--- src/rtl/core/boiler_status_frame_parser_top_macros.svh ---
// assertion macros for the boiler status frame parser
// expects clk and rst_n in the scope of the module that uses them
`ifndef BOILER_STATUS_FRAME_PARSER_TOP_MACROS_SVH
`define BOILER_STATUS_FRAME_PARSER_TOP_MACROS_SVH

// consequent must hold in the same cycle as the antecedent
`define BSFP_ASSERT_NOW(label, ante, cons, msg) \
    label: assert property (@(posedge clk) disable iff (!rst_n) (ante) |-> (cons)) \
        else $error(msg);

// consequent must hold in the cycle after the antecedent
`define BSFP_ASSERT_NEXT(label, ante, cons, msg) \
    label: assert property (@(posedge clk) disable iff (!rst_n) (ante) |=> (cons)) \
        else $error(msg);

`endif

--- src/rtl/core/bsfp_pkg.sv ---
// shared types, constants and helpers for the boiler status frame parser
// no dependencies
`default_nettype none

package bsfp_pkg;

    localparam int DEF_MAX_ROOMS               = 8;
    localparam int DEF_MAX_PACKETS_PER_MESSAGE = 10;
    localparam int DEF_QUEUE_DEPTH             = 4;

    localparam logic [7:0] FRAME_START = 8'hF7;
    localparam logic [7:0] HDR_BYTE_1  = 8'h36;
    localparam logic [7:0] HDR_BYTE_2  = 8'h0F;
    localparam logic [7:0] HDR_BYTE_3  = 8'h81;
    localparam logic [7:0] LEN_BIAS    = 8'd5;

    localparam logic [8:0] POS_LENGTH     = 9'd4;
    localparam logic [8:0] POS_STATUS_LO  = 9'd5;
    localparam logic [8:0] POS_STATUS_HI  = 9'd9;
    localparam logic [8:0] POS_ROOMS      = 9'd10;
    localparam logic [8:0] POS_MAX        = 9'd511;

    localparam int STATUS_BYTES = 5;

    typedef enum logic [2:0] {
        SLOT_ERROR   = 3'd0,
        SLOT_HEAT    = 3'd1,
        SLOT_OUTSIDE = 3'd2,
        SLOT_RESERVE = 3'd3,
        SLOT_HOT     = 3'd4
    } slot_t;

    typedef enum logic [2:0] {
        RM_HEAT      = 3'd0,
        RM_OUTSIDE   = 3'd1,
        RM_RESERVE   = 3'd2,
        RM_HOT_WATER = 3'd3,
        RM_ERROR     = 3'd4,
        RM_OFF       = 3'd5
    } mode_t;

    typedef enum logic {
        OP_STATUS = 1'b0,
        OP_ROOM   = 1'b1
    } op_kind_t;

    typedef struct packed {
        logic [7:0] byte_value;
        logic       end_of_message;
    } in_item_t;

    typedef struct packed {
        logic [2:0] room_index;
        logic [2:0] room_mode;
        logic [7:0] target_half_degrees;
        logic [7:0] current_half_degrees;
        logic       last_room;
    } out_item_t;

    // work item from the front to the back
    typedef struct packed {
        op_kind_t   kind;
        slot_t      slot;
        logic [2:0] idx;
        logic [7:0] byte_a;
        logic [7:0] byte_b;
        logic       last;
    } op_t;

    // expected header byte at frame positions one to three
    function automatic logic [7:0] hdr_byte(input logic [1:0] pos);
        logic [7:0] b;
        unique case (pos)
            2'd1:    b = HDR_BYTE_1;
            2'd2:    b = HDR_BYTE_2;
            2'd3:    b = HDR_BYTE_3;
            default: b = FRAME_START;
        endcase
        return b;
    endfunction

    // low seven bits doubled plus bit seven: a rotate left by one
    function automatic logic [7:0] half_degrees(input logic [7:0] b);
        return {b[6:0], b[7]};
    endfunction

endpackage

`default_nettype wire

--- src/rtl/core/bsfp_queue.sv ---
// short fifo of work items between the front and the back
// depends on bsfp_pkg and the assertion macro header
`default_nettype none
`include "boiler_status_frame_parser_top_macros.svh"

module bsfp_queue #(
    parameter int DEPTH = bsfp_pkg::DEF_QUEUE_DEPTH
) (
    input  wire             clk,
    input  wire             rst_n,
    input  wire             push,
    input  bsfp_pkg::op_t   push_op,
    output logic            full,
    input  wire             pop,
    output logic            head_valid,
    output bsfp_pkg::op_t   head_op
);
    import bsfp_pkg::*;

    localparam int PTR_W = (DEPTH > 1) ? $clog2(DEPTH) : 1;
    localparam int CNT_W = $clog2(DEPTH + 1);
    localparam logic [PTR_W-1:0] PTR_LAST = PTR_W'(DEPTH - 1);
    localparam logic [CNT_W-1:0] CNT_FULL = CNT_W'(DEPTH);

    op_t              entry_reg [DEPTH];
    logic [PTR_W-1:0] wr_ptr_reg, wr_ptr_next;
    logic [PTR_W-1:0] rd_ptr_reg, rd_ptr_next;
    logic [CNT_W-1:0] count_reg, count_next;

    assign full       = (count_reg == CNT_FULL);
    assign head_valid = (count_reg != '0);
    assign head_op    = entry_reg[rd_ptr_reg];

    always_comb
    begin
        wr_ptr_next = wr_ptr_reg;
        rd_ptr_next = rd_ptr_reg;
        count_next  = count_reg;
        if (push)
        begin
            wr_ptr_next = (wr_ptr_reg == PTR_LAST) ? '0 : wr_ptr_reg + 1'b1;
        end
        if (pop)
        begin
            rd_ptr_next = (rd_ptr_reg == PTR_LAST) ? '0 : rd_ptr_reg + 1'b1;
        end
        if (push && !pop)
        begin
            count_next = count_reg + 1'b1;
        end
        else if (pop && !push)
        begin
            count_next = count_reg - 1'b1;
        end
    end

    always_ff @(posedge clk or negedge rst_n)
    begin
        if (!rst_n)
        begin
            wr_ptr_reg <= '0;
            rd_ptr_reg <= '0;
            count_reg  <= '0;
        end
        else
        begin
            wr_ptr_reg <= wr_ptr_next;
            rd_ptr_reg <= rd_ptr_next;
            count_reg  <= count_next;
        end
    end

    always_ff @(posedge clk)
    begin
        if (push)
        begin
            entry_reg[wr_ptr_reg] <= push_op;
        end
    end

    `BSFP_ASSERT_NOW(a_count_bound, 1'b1, count_reg <= CNT_FULL, "queue count above depth")
    `BSFP_ASSERT_NOW(a_no_push_full, full, !push, "push into a full queue")
    `BSFP_ASSERT_NOW(a_no_pop_empty, pop, head_valid, "pop from an empty queue")
    `BSFP_ASSERT_NEXT(a_count_up, push && !pop, count_reg == $past(count_reg) + 1'b1,
        "queue count did not grow on push")

endmodule

`default_nettype wire

--- src/rtl/core/bsfp_front.sv ---
// front end: framing, header check and byte classification
// depends on bsfp_pkg
`default_nettype none

module bsfp_front #(
    parameter int MAX_ROOMS               = bsfp_pkg::DEF_MAX_ROOMS,
    parameter int MAX_PACKETS_PER_MESSAGE = bsfp_pkg::DEF_MAX_PACKETS_PER_MESSAGE
) (
    input  wire                 clk,
    input  wire                 rst_n,
    input  wire                 in_valid,
    output logic                in_ready,
    input  bsfp_pkg::in_item_t  in_data,
    input  wire                 q_full,
    output logic                push,
    output bsfp_pkg::op_t       push_op
);
    import bsfp_pkg::*;

    localparam logic [3:0] MAX_PKTS  = 4'(MAX_PACKETS_PER_MESSAGE);
    localparam logic [6:0] ROOMS_CAP = 7'(MAX_ROOMS);

    logic       in_frame_reg, in_frame_next;
    logic       hdr_ok_reg, hdr_ok_next;
    logic [8:0] pos_reg, pos_next;
    logic [7:0] len_reg, len_next;
    logic [7:0] held_reg, held_next;
    logic [3:0] frames_reg, frames_next;
    logic       halted_reg, halted_next;

    logic       accept;
    logic [7:0] b;
    logic [6:0] rooms;
    logic [6:0] limit;
    logic [8:0] rel;
    logic [7:0] idx;
    logic [7:0] len_off;
    logic [8:0] slot_off;

    assign in_ready = !q_full;
    assign accept   = in_valid && in_ready;
    assign b        = in_data.byte_value;

    // room count from the length byte, clamped at zero and at the room cap
    assign len_off  = len_reg - LEN_BIAS;
    assign rooms    = (len_reg >= LEN_BIAS) ? len_off[7:1] : '0;
    assign limit    = (rooms < ROOMS_CAP) ? rooms : ROOMS_CAP;
    assign rel      = pos_reg - POS_ROOMS;
    assign idx      = rel[8:1];
    assign slot_off = pos_reg - POS_STATUS_LO;

    always_comb
    begin
        in_frame_next = in_frame_reg;
        hdr_ok_next   = hdr_ok_reg;
        pos_next      = pos_reg;
        len_next      = len_reg;
        held_next     = held_reg;
        frames_next   = frames_reg;
        halted_next   = halted_reg;
        push          = 1'b0;
        push_op       = '{kind: OP_STATUS, slot: SLOT_ERROR, idx: idx[2:0],
                          byte_a: b, byte_b: b, last: 1'b0};

        if (accept)
        begin
            if (!halted_reg)
            begin
                if (b == FRAME_START)
                begin
                    if (frames_reg >= MAX_PKTS)
                    begin
                        halted_next   = 1'b1;
                        in_frame_next = 1'b0;
                    end
                    else
                    begin
                        frames_next   = frames_reg + 1'b1;
                        in_frame_next = 1'b1;
                        hdr_ok_next   = 1'b1;
                        pos_next      = 9'd1;
                    end
                end
                else if (in_frame_reg)
                begin
                    priority if (pos_reg < POS_LENGTH)
                    begin
                        if (pos_reg != '0 && b != hdr_byte(pos_reg[1:0]))
                        begin
                            hdr_ok_next = 1'b0;
                        end
                    end
                    else if (pos_reg == POS_LENGTH)
                    begin
                        len_next = b;
                    end
                    else if (pos_reg <= POS_STATUS_HI)
                    begin
                        push         = 1'b1;
                        push_op.kind = OP_STATUS;
                        push_op.slot = slot_t'(slot_off[2:0]);
                    end
                    else if (!rel[0])
                    begin
                        held_next = b;
                    end
                    else
                    begin
                        if (hdr_ok_reg && ({1'b0, idx} < {2'b00, limit}))
                        begin
                            push           = 1'b1;
                            push_op.kind   = OP_ROOM;
                            push_op.byte_a = held_reg;
                            push_op.last   = ({1'b0, idx} + 9'd1 == {2'b00, limit});
                        end
                    end
                    if (pos_reg != POS_MAX)
                    begin
                        pos_next = pos_reg + 1'b1;
                    end
                end
            end
            if (in_data.end_of_message)
            begin
                in_frame_next = 1'b0;
                hdr_ok_next   = 1'b0;
                pos_next      = '0;
                frames_next   = '0;
                halted_next   = 1'b0;
            end
        end
    end

    always_ff @(posedge clk or negedge rst_n)
    begin
        if (!rst_n)
        begin
            in_frame_reg <= 1'b0;
            hdr_ok_reg   <= 1'b0;
            pos_reg      <= '0;
            frames_reg   <= '0;
            halted_reg   <= 1'b0;
        end
        else
        begin
            in_frame_reg <= in_frame_next;
            hdr_ok_reg   <= hdr_ok_next;
            pos_reg      <= pos_next;
            frames_reg   <= frames_next;
            halted_reg   <= halted_next;
        end
    end

    always_ff @(posedge clk)
    begin
        len_reg  <= len_next;
        held_reg <= held_next;
    end

endmodule

`default_nettype wire

--- src/rtl/core/bsfp_back.sv ---
// back end: status store, room mode decode and output register
// depends on bsfp_pkg
`default_nettype none

module bsfp_back (
    input  wire                  clk,
    input  wire                  rst_n,
    input  wire                  head_valid,
    input  bsfp_pkg::op_t        head_op,
    output logic                 pop,
    output logic                 out_valid,
    input  wire                  out_ready,
    output bsfp_pkg::out_item_t  out_data
);
    import bsfp_pkg::*;

    logic [7:0] status_reg [STATUS_BYTES];
    logic       out_valid_reg, out_valid_next;
    out_item_t  out_data_reg;
    out_item_t  result;
    mode_t      mode;
    logic       room_pop;

    assign out_valid = out_valid_reg;
    assign out_data  = out_data_reg;

    // status writes drain at once; a room waits for a free output register
    assign pop      = head_valid &&
                      (head_op.kind == OP_STATUS || !out_valid_reg || out_ready);
    assign room_pop = pop && head_op.kind == OP_ROOM;

    always_comb
    begin
        priority if (status_reg[SLOT_ERROR] != '0)
            mode = RM_ERROR;
        else if (status_reg[SLOT_HEAT][head_op.idx])
            mode = RM_HEAT;
        else if (status_reg[SLOT_OUTSIDE][head_op.idx])
            mode = RM_OUTSIDE;
        else if (status_reg[SLOT_RESERVE][head_op.idx])
            mode = RM_RESERVE;
        else if (status_reg[SLOT_HOT][head_op.idx])
            mode = RM_HOT_WATER;
        else
            mode = RM_OFF;
    end

    always_comb
    begin
        result.room_index           = head_op.idx;
        result.room_mode            = mode;
        result.target_half_degrees  = half_degrees(head_op.byte_a);
        result.current_half_degrees = half_degrees(head_op.byte_b);
        result.last_room            = head_op.last;

        out_valid_next = out_valid_reg;
        if (out_valid_reg && out_ready)
        begin
            out_valid_next = 1'b0;
        end
        if (room_pop)
        begin
            out_valid_next = 1'b1;
        end
    end

    always_ff @(posedge clk or negedge rst_n)
    begin
        if (!rst_n)
        begin
            out_valid_reg <= 1'b0;
            for (int i = 0; i < STATUS_BYTES; i++)
            begin
                status_reg[i] <= '0;
            end
        end
        else
        begin
            out_valid_reg <= out_valid_next;
            if (pop && head_op.kind == OP_STATUS)
            begin
                unique case (head_op.slot)
                    SLOT_ERROR:   status_reg[SLOT_ERROR]   <= head_op.byte_a;
                    SLOT_HEAT:    status_reg[SLOT_HEAT]    <= head_op.byte_a;
                    SLOT_OUTSIDE: status_reg[SLOT_OUTSIDE] <= head_op.byte_a;
                    SLOT_RESERVE: status_reg[SLOT_RESERVE] <= head_op.byte_a;
                    SLOT_HOT:     status_reg[SLOT_HOT]     <= head_op.byte_a;
                    default:      ;
                endcase
            end
        end
    end

    always_ff @(posedge clk)
    begin
        if (room_pop)
        begin
            out_data_reg <= result;
        end
    end

endmodule

`default_nettype wire

--- src/rtl/core/boiler_status_frame_parser_top.sv ---
// a room result is registered in the work queue, then in the output register
// throughput: one byte transaction per cycle while the work queue is not full, one room result per cycle out
// the front stalls only when the work queue (four entries by default) is full
// a stalled output register holds the queue at its first room; status writes ahead of it still drain
// reset: asynchronous, active low; framing, queue, status store and output valid clear at once
`default_nettype none

// top level of the boiler status frame parser
// depends on bsfp_pkg, bsfp_front, bsfp_queue and bsfp_back
module boiler_status_frame_parser_top #(
    parameter int MAX_ROOMS               = bsfp_pkg::DEF_MAX_ROOMS,
    parameter int MAX_PACKETS_PER_MESSAGE = bsfp_pkg::DEF_MAX_PACKETS_PER_MESSAGE,
    parameter int QUEUE_DEPTH             = bsfp_pkg::DEF_QUEUE_DEPTH
) (
    input  wire                  clk,
    input  wire                  rst_n,
    // byte stream in
    input  wire                  in_valid,
    output logic                 in_ready,
    input  bsfp_pkg::in_item_t   in_data,
    // room reports out
    output logic                 out_valid,
    input  wire                  out_ready,
    output bsfp_pkg::out_item_t  out_data
);
    import bsfp_pkg::*;

    // front to queue
    logic push;
    op_t  push_op;
    logic q_full;

    // queue to back
    logic pop;
    logic head_valid;
    op_t  head_op;

    // framing and classification: one decision per byte transaction
    bsfp_front #(
        .MAX_ROOMS              (MAX_ROOMS),
        .MAX_PACKETS_PER_MESSAGE(MAX_PACKETS_PER_MESSAGE)
    ) u_front (
        .clk     (clk),
        .rst_n   (rst_n),
        .in_valid(in_valid),
        .in_ready(in_ready),
        .in_data (in_data),
        .q_full  (q_full),
        .push    (push),
        .push_op (push_op)
    );

    // decouples the byte side from the result side
    bsfp_queue #(
        .DEPTH(QUEUE_DEPTH)
    ) u_queue (
        .clk       (clk),
        .rst_n     (rst_n),
        .push      (push),
        .push_op   (push_op),
        .full      (q_full),
        .pop       (pop),
        .head_valid(head_valid),
        .head_op   (head_op)
    );

    // status store update, mode decode and registered result
    bsfp_back u_back (
        .clk       (clk),
        .rst_n     (rst_n),
        .head_valid(head_valid),
        .head_op   (head_op),
        .pop       (pop),
        .out_valid (out_valid),
        .out_ready (out_ready),
        .out_data  (out_data)
    );

endmodule

`default_nettype wire

--- config.mk ---
export PLATFORM = sky130hd
export DESIGN_NAME = boiler_status_frame_parser_top
export DESIGN_NICKNAME = d
export VERILOG_FILES = /design/src/rtl/core/bsfp_pkg.sv /design/src/rtl/core/bsfp_queue.sv /design/src/rtl/core/bsfp_front.sv /design/src/rtl/core/bsfp_back.sv /design/src/rtl/core/boiler_status_frame_parser_top.sv
export VERILOG_INCLUDE_DIRS = /design/src /design/src/rtl/core
export SDC_FILE = /design/constraint.sdc
export NUM_CORES = 1
export LEC_CHECK = 0
export BUFFER_PORTS_ARGS = -buffer_cell sky130_fd_sc_hd__clkbuf_2
export CAP_MARGIN = 20
export CORE_UTILIZATION = 25
export DETAILED_ROUTE_END_ITERATION = 8
export MAX_ROUTING_LAYER = met4
export PLACE_DENSITY_LB_ADDON = 0.3
export SLEW_MARGIN = 5
export SYNTH_ARGS = -nofsm -noshare
export SYNTH_HDL_FRONTEND = slang
export SYNTH_SLANG_ARGS = --single-unit
export TNS_END_PERCENT = 1
--- constraint.sdc ---
create_clock -name clk -period 10.5 [get_ports clk]
set_input_delay 0 -clock clk [delete_from_list [all_inputs] [get_ports clk]]
set_output_delay 0 -clock clk [all_outputs]
set_load 0.02 [all_outputs]
==> results.toml, run 1 <==
[status]
status = "finished, final reports clean"

[sta]
maxSlewViolCount = 0
tightest_slew_ns = 0.908
worst_slack_ns = 6.10
fin_setup_tns_ns = 0
clock.fmax_mhz = 227
rsz0062_at_grt = "false"
finalCritPeriodShare_pct = 41.9
relSlewSlack_pct = 39.5
min_period_ns = 4.40
finalSetupViolCount = 0
hold_violations = 0
skew_ns = 0.0138

[finish]
fin_nets = 701
post-route-util_pct = 29.7
drive_above_1_share_pct = 23.3
largest_reg_flops = 96
area_delta_synth_final_pct = 16.2
diodes = 0

[grt]
track_usage_pct = 11.2
grt_start_max_net_pins = 65
grt_pass1_wl_um = 29700
gr-total-overflow = 0
antenna_found_initial = 0
grt_pass1_vias = 5094

[die]
core_mm2 = 0.0348
die_y_um = 191
rows = 68
dieArea_mm2 = 0.0364
die-width_um = 191
start_util_pct = 25.6
num_io_pins = 38

[placed_design]
gp_congestion = 0.765
portBuffers = 37
dp_hpwl_um = 12300
post-place-ws_ns = 6.01

[setup_path]
worstPathArrival_ns = 4.76
crit_type = "register to register"
reg2reg_from = "u_front.len_reg[0]"
cp.required_ns = 10.87
startpoint = "u_front.len_reg[0]"
worst_setup_path_end_kind = "register"
start_kind = "register"
crit_path_max_fanout = 7

[routing]
drcViolationCount = 0
finalWirelength_um = 18600
ant_nets = 0
drt_iter0_drc = 284
via_count = 4983
wire_per_inst_um = 16.5
first_pass_iters = 4
vias_per_cell = 4.42

[synthesis]
syn-cell-area_mm2 = 0.00890
synth_async_sr_flop_share_pct = 32.2
yosysSeqAreaShare_pct = 63.5
synth_edf_count = 135
yosysTopAreaCellShare_pct = 45.5
yosys_most_used_dff = "edfxtp_1"
synth_area_leaders = "edfxtp_1 (46%), dfrtp_1 (18%), mux4_2 (6.1%), mux2_2 (5.6%), ha_1 (3.8%)"
yosysTopAreaCell = "edfxtp_1"
synthCells = 599
yosysUniqueCellTypes = 73
ys_seq_elements = 199
synth_warnings = 0
avgSynthCellArea_um2 = 14.9

[clock_network]
root_buffer = "clkbuf_16"
cts_buffers = 17
path_clk_slew_ns = 0.07
cts.htree.levels = 4
cts_tree = "built"
clkLatencyLatePin_ns = 0.44
cts.sinks = 199
clk_path_buf_depth = 2
post-cts-setup-buffers = 0

[hold_path]
hp-start = "in_data[8]"
min_path_type = "primary input to register"

[power]
ir_worst_vdd_v = 0.000151
static-leakage-power_nw = 3.81
powerDensity_mw_per_mm2 = 231

[flow_run]
cap_viol_max_count = 0
## cell usage after synthesis, drive strengths merged, types with 4 or more instances
master,number
a211o,5
a211oi,8
a21o,4
a21oi,20
a31oi,5
and2,7
buf,9
clkbuf,7
dfrtp,64
edfxtp,135
ha,27
inv,27
mux2,46
mux2i,9
mux4,24
nand2,26
nand2b,5
nand3,10
nand3b,5
nor2,41
nor2b,6
nor3,16
nor4,4
o21ai,21
or3,4
xnor2,6
xor2,12
## placed cells by master, fill, tap and decap left out, drive strengths merged, types with 10 or more instances in the layout
master	count
a21oi	20
nor2	41
nand3	10
inv	34
clkbuf	54
mux4	24
o21ai	21
ha	27
buf	10
xor2	12
dfrtp	64
dlygate4sd3	10
mux2	46
nand2	26
nor3	16
edfxtp	135
## logic make-up after synthesis
kind of cell / after synthesis / share of synthesized area [%]
compound gates: 87 / 6.90
buf+inv: 43 / 2.05
simple gates: 144 / 8.80
fa+ha+maj: 28 / 4.02
flops: 199 / 63.5
xor+xnor: 18 / 1.77
other cells: 1 / 0.0421
mux: 79 / 12.9
## final cells by class
| class | instances | area (um^2) |
|---|---|---|
| inverter | 27 | 101 |
| clock buffer | 17 | 425 |
| fill | 3486 | 24500 |
| multi-input combinational | 358 | 3070 |
| clock inverter | 15 | 164 |
| tap | 455 | 569 |
| sequential | 199 | 5660 |
| timing repair buffer | 57 | 360 |
## final timing paths
path | to | slack (ns) | cells past startpoint
max | u_queue.count_reg[2] | 6.10 | 18
min | u_front.len_reg[7] | 0.03 | 1
max reg2reg | u_queue.count_reg[2] | 6.10 | 18
min reg2reg | u_queue.count_reg[2] | 0.49 | 1
max in group asynchronous | u_queue.rd_ptr_reg[0] | 9.58 | 3
min in group asynchronous | u_back.status_reg[13] | 0.28 | 3
## per-stage QoR
| step | area, um^2 | cells | hold WS [ns] | power, mW |
|---|---|---|---|---|
| after global routing | 10300 | 1128 | 0.0220 | 2.53 |
| after floorplan | 8910 | 600 | -0.296 | 1.55 |
| after global placement | 9660 | 1086 | 0.260 | 1.74 |
| after detailed placement | 9660 | 1086 | 0.257 | 1.75 |
| after CTS | 10300 | 1128 | 0.00828 | 2.42 |
| final | 10300 | 1128 | 0.0298 | 2.38 |
## where the power goes
part / switching, mW / internal, mW / total (mW) / leakage [nW]
logic: 0.356 / 0.274 / 0.630 / 1.50
registers: 0.102 / 0.988 / 1.09 / 2.03
clock network: 0.308 / 0.357 / 0.665 / 0.288
## layer usage
layer	vias up	GRT usage, %	wire, um	share of wire [%]
li1	2403	-	-	-
met1	2503	14.3	8870	48
met2	64	17.8	8940	48
met3	13	2.54	583	3.1
met4	0	3.26	172	0.93
met5	-	-	0	0
## worst max-delay path: stages (launching register included)
cell       delay (ns)
edfxtp_1         0.42
inv_1            0.08
ha_1             0.19
nand2b_1         0.16
nand2b_1         0.10
a2111oi_0        0.68
nand2_1          0.16
ha_1             0.29
nor2b_1          0.12
o21a_1           0.16
o21ai_0          0.14
a21oi_1          0.19
o41ai_4          0.52
ha_1             0.26
inv_1            0.06
fa_1             0.37
xor2_1           0.16
nor2_1           0.11
xor2_1           0.14
## repair_timing
action | in CTS | in global routing
hold buffers | 10 | 0
gates resized for setup | 0 | 0
setup endpoints to repair | 0 | 0
endpoints found under the hold margin | 98 | 0
Power figures use the tool's default switching activity.
==> run 2, diff against run 1 <==
clock period = 3.7 ns   (was 10.5 ns; I/O delays follow)
==> results.toml, run 2 (same netlist as run 1, synthesis figures left out) <==
[routing]
via_count = 5138
ant_nets = 0
finalWirelength_um = 18500
first_pass_iters = 4
vias_per_cell = 4.46
wire_per_inst_um = 16.1
drt_iter0_drc = 307
drcViolationCount = 0

[placed_design]
dp_hpwl_um = 12900
dp.cells = 1108
portBuffers = 37
post-place-ws_ns = -0.0536
gp_congestion = 0.772

[power]
ir_worst_vdd_v = 0.000367
finalPower_mw = 6.94
powerDensity_mw_per_mm2 = 650
static-leakage-power_nw = 4.00

[hold_path]
min_path_type = "primary input to register"
hp-start = "in_data[8]"
worstHoldPathCells = 1
min_to = "u_front.len_reg[7]"

[finish]
diodes = 0
drive_above_1_share_pct = 27.3
area_delta_synth_final_pct = 20.0
regArea_mm2 = 0.00566
post-route-util_pct = 30.7
instances_no_fill = 1151
mostFrequentLayoutCell = "edfxtp_1"
final_cell_mix = "edfxtp_1 (135), dfrtp_1 (63), mux2_2 (44)"
fillers = 3451
multiInputGateArea_mm2 = 0.00314
fin_nets = 724
largest_reg_flops = 96

[grt]
gr-total-overflow = 0
grt_pass1_vias = 5226
grt_start_max_net_pins = 36
antenna_found_initial = 0
track_usage_pct = 11.2
grt_pass1_wl_um = 29900

[sta]
whs_ns = 0.0457
finalCritPeriodShare_pct = 96.0
maxSlewViolCount = 0
tightest_slew_ns = 0.840
worst_slack_ns = 0.149
min_period_ns = 3.55
skew_ns = 0.0125
rsz0062_at_grt = "true"
clock.fmax_mhz = 282
hold_violations = 0
relSlewSlack_pct = 44.0
finalSetupViolCount = 0

[clock_network]
cts_buffers = 17
cts.htree.levels = 4
clk_path_buf_depth = 2
path_clk_slew_ns = 0.07
post-cts-setup-buffers = 0
clkLatencyLatePin_ns = 0.44
root_buffer = "clkbuf_16"
cts.sinks = 199
cts_tree = "built"

[setup_path]
rr_endpoint = "u_queue.count_reg[2]"
startpoint = "u_front.len_reg[1]"
crit_slowest_cell = "fa_1"
crit_path_max_fanout = 5
r2r_cells = 18
worstPathBufferInverterCount = 2
worst_setup_path_end_kind = "register"
crit_type = "register to register"
worst_path_dominant_cell_family = "adder cells"
timing.reg2reg.setup_slack_ns = 0.15
reg2reg_from = "u_front.len_reg[1]"
path_cells = "inv_1 > ha_4 > nor3_1 > nand3b_1 > mux2_2 > nand2_1 > ha_1 > nor2b_1 > o21a_1 > o21ai_2 > a21oi_2 > o41ai_4 > ha_2 > inv_1 > fa_1 > xor2_1 > nor2_1 > xor2_1"
worstPathArrival_ns = 3.91
cp.required_ns = 4.06
crit_path_max_incr_delay_ns = 0.38
start_kind = "register"

[die]
die_y_um = 191
dieArea_mm2 = 0.0364
core_mm2 = 0.0348
start_util_pct = 25.6
die-width_um = 191
rows = 68
num_io_pins = 38

[flow_run]
cap_viol_max_count = 0

[status]
status = "finished, final reports clean"
[run 2: cell types whose count changed in the layout (fill, tap and decap cells not counted), sizes merged]
cell,previous run,this run
clkinv,5,3
dlygate4sd3,10,11
buf,10,33
clkinvlp,1,2
clkbuf,54,55
inv,34,32
bufinv,2,3
[run 2: per-stage QoR]
stage          area [um^2]  setup TNS, ns
6_report             10700              0
5_1_grt              10700         -0.266
4_1_cts              10700              0
3_5_place_dp          9910        -0.0536
3_3_place_gp          9910              0
2_1_floorplan         8950              0
[run 2: area by class of cell]
type	count	share of cell area [%]
clock buffers	19	4.15
flip-flops and latches	199	53.0
clock inverters	13	1.76
repair buffers	80	5.46
well taps	455	5.33
inverters	27	0.949
multi-input cells	358	29.4
[run 2: worst max-delay path by stage]
stage	slack (ns)	to	cells past startpoint
2_1_floorplan	0.01	u_queue.count_reg[2]	18
3_3_place_gp	0.03	u_queue.count_reg[2]	18
3_5_place_dp	-0.05	u_queue.count_reg[2]	18
4_1_cts	0.06	u_queue.count_reg[2]	18
5_1_grt	-0.18	u_queue.count_reg[2]	18
6_report	0.15	u_queue.count_reg[2]	18
[run 2: routing by layer]
metal,global-route usage (%),part of all wire (%)
met3,2.28,2.2
met1,14.4,48
met4,3.72,1.6
met2,17.6,48
met5,-,0
[run 2: what timing repair did]
| item | 4_1_cts | 5_1_grt |
|---|---|---|
| endpoints found under the setup margin | 1 | 34 |
| gates resized for setup | 0 | 4 |
| pin swaps | 2 | 2 |
| hold buffers | 11 | 0 |
| hold endpoints to repair | 73 | 0 |
[run 2: power breakdown]
part	switching, mW	total, mW	leakage (nW)	internal [mW]
clock network	0.859	1.97	0.301	1.11
registers	0.176	2.98	2.03	2.81
logic	1.15	1.99	1.67	0.844
==> run 3, diff against run 2 <==
REMOVE_ABC_BUFFERS = 1   (was not set)
==> results.toml, run 3 (same netlist as run 1, synthesis figures left out) <==
[status]
status = "finished, final reports clean"

[sta]
tightest_slew_ns = 0.724
hold_violations = 0
whs_ns = 0.0343
rsz0062_at_grt = "true"
fin_setup_tns_ns = 0
clock.fmax_mhz = 279
worst_slack_ns = 0.118
skew_ns = 0.0110
maxSlewViolCount = 0
finalSetupViolCount = 0
relSlewSlack_pct = 51.7
finalCritPeriodShare_pct = 96.8
min_period_ns = 3.58

[setup_path]
start_kind = "register"
crit_path_max_fanout = 3
crit_type = "register to register"
worstPathBufferInverterCount = 3
worst_setup_path_end_kind = "register"
path_cells = "inv_2 > ha_4 > nand2b_4 > nand2b_4 > a2111oi_4 > buf_4 > nand2_4 > ha_4 > nor2b_1 > o21a_1 > o21ai_2 > a21oi_2 > o41ai_4 > ha_2 > inv_2 > fa_2 > xor2_1 > nor2_1 > xor2_1"
worstPathArrival_ns = 3.91
worst_path_dominant_cell_family = "compound AO/OA/AOI/OAI gates"
cp.required_ns = 4.03
crit_slowest_cell = "edfxtp_1"
crit_path_max_incr_delay_ns = 0.40

[finish]
largest_reg_flops = 96
post-route-util_pct = 30.9
fin_nets = 737
diodes = 0
regArea_mm2 = 0.00566
area_delta_synth_final_pct = 20.7
drive_above_1_share_pct = 29.3
final_cell_mix = "edfxtp_1 (135), dfrtp_1 (63), mux2_2 (43)"
fillers = 3458
multiInputGateArea_mm2 = 0.00317
instances_no_fill = 1164
mostFrequentLayoutCell = "edfxtp_1"

[die]
num_io_pins = 38
dieArea_mm2 = 0.0364
start_util_pct = 25.6
die_y_um = 191
rows = 68
core_mm2 = 0.0348
die-width_um = 191

[routing]
finalWirelength_um = 19000
via_count = 5176
drt_iter0_drc = 210
ant_nets = 0
drcViolationCount = 0
first_pass_iters = 4
wire_per_inst_um = 16.3
vias_per_cell = 4.45

[power]
powerDensity_mw_per_mm2 = 626
ir_worst_vdd_v = 0.000319
static-leakage-power_nw = 4.00

[clock_network]
root_buffer = "clkbuf_16"
cts_buffers = 17
clk_path_buf_depth = 2
clkLatencyLatePin_ns = 0.44
cts.sinks = 199
path_clk_slew_ns = 0.07
cts.htree.levels = 4
cts_tree = "built"

[grt]
track_usage_pct = 11.5
gr-total-overflow = 0
grt_start_max_net_pins = 54
grt_pass1_wl_um = 30800
antenna_found_initial = 0
grt_pass1_vias = 5514

[placed_design]
dp_hpwl_um = 12700
portBuffers = 37
dp.cells = 1118
gp_congestion = 0.744
post-place-ws_ns = -0.272

[hold_path]
min_path_type = "primary input to register"

[flow_run]
cap_viol_max_count = 0
-- run 3: cell types whose count changed in the layout (fill, tap and decap cells not counted), moves of 2 or more --
cell | previous run | this run
buf_4 | 27 | 39
bufinv_16 | 3 | 0
clkinvlp_4 | 2 | 4
inv_1 | 25 | 23
inv_2 | 2 | 4
-- run 3: repair_timing --
action	4_1_cts	5_1_grt
hold buffers	12	0
hold endpoints to repair	59	0
resized for setup	19	4
pin swaps	13	5
setup endpoints to repair	106	6
buffers inserted	1	1
-- run 3: worst register-to-register path: stages, from the launching register on --
cell and delay (ns):
edfxtp_1 0.40, inv_2 0.10, ha_4 0.15, nand2b_4 0.13, nand2b_4 0.07, a2111oi_4 0.29
buf_4 0.18, nand2_4 0.06, ha_4 0.20, nor2b_1 0.12, o21a_1 0.19, o21ai_2 0.12
a21oi_2 0.09, o41ai_4 0.40, ha_2 0.25, inv_2 0.04, fa_2 0.34, xor2_1 0.14
nor2_1 0.06, xor2_1 0.15
-- run 3: layout make-up --
type / instances / share of cell area [%]
sequential: 199 / 52.6
timing repair buffer: 93 / 6.50
clock inverter: 13 / 1.11
multi-input combinational: 358 / 29.5
clock buffer: 19 / 4.03
inverter: 27 / 0.943
tap: 455 / 5.30
-- run 3: per-layer routing --
metal	routed length (um)	GRT usage (%)	up-vias
li1	-	-	2473
met2	9560	18.9	60
met1	8650	14.3	2625
met3	485	1.99	18
met4	263	3.69	0
met5	0	-	-
-- run 3: metrics by stage --
step	cell area, um^2	total power, mW
CTS	10700	6.84
global placement	9960	5.03
finish	10700	6.73
floorplan	8830	4.37
detailed placement	9960	5.04
global route	10700	7.15
-- run 3: where the power goes --
part	leakage (nW)	switching (mW)	internal (mW)	total (mW)
clock network	0.256	0.871	0.884	1.75
registers	2.03	0.195	2.81	3.00
logic	1.72	1.13	0.844	1.97
-- run 3: final timing paths --
check | from | to | slack (ns) | depth (start not counted)
min | in_data[1] | u_front.len_reg[0] | 0.03 | 2
min in group asynchronous | rst_n | u_back.status_reg[29] | 0.25 | 3
max in group asynchronous | rst_n | u_back.status_reg[36] | 2.73 | 3
max reg2reg | u_front.len_reg[1] | u_queue.count_reg[2] | 0.12 | 19
min reg2reg | u_queue.count_reg[2] | u_queue.count_reg[2] | 0.49 | 1
max | u_front.len_reg[1] | u_queue.count_reg[2] | 0.12 | 19
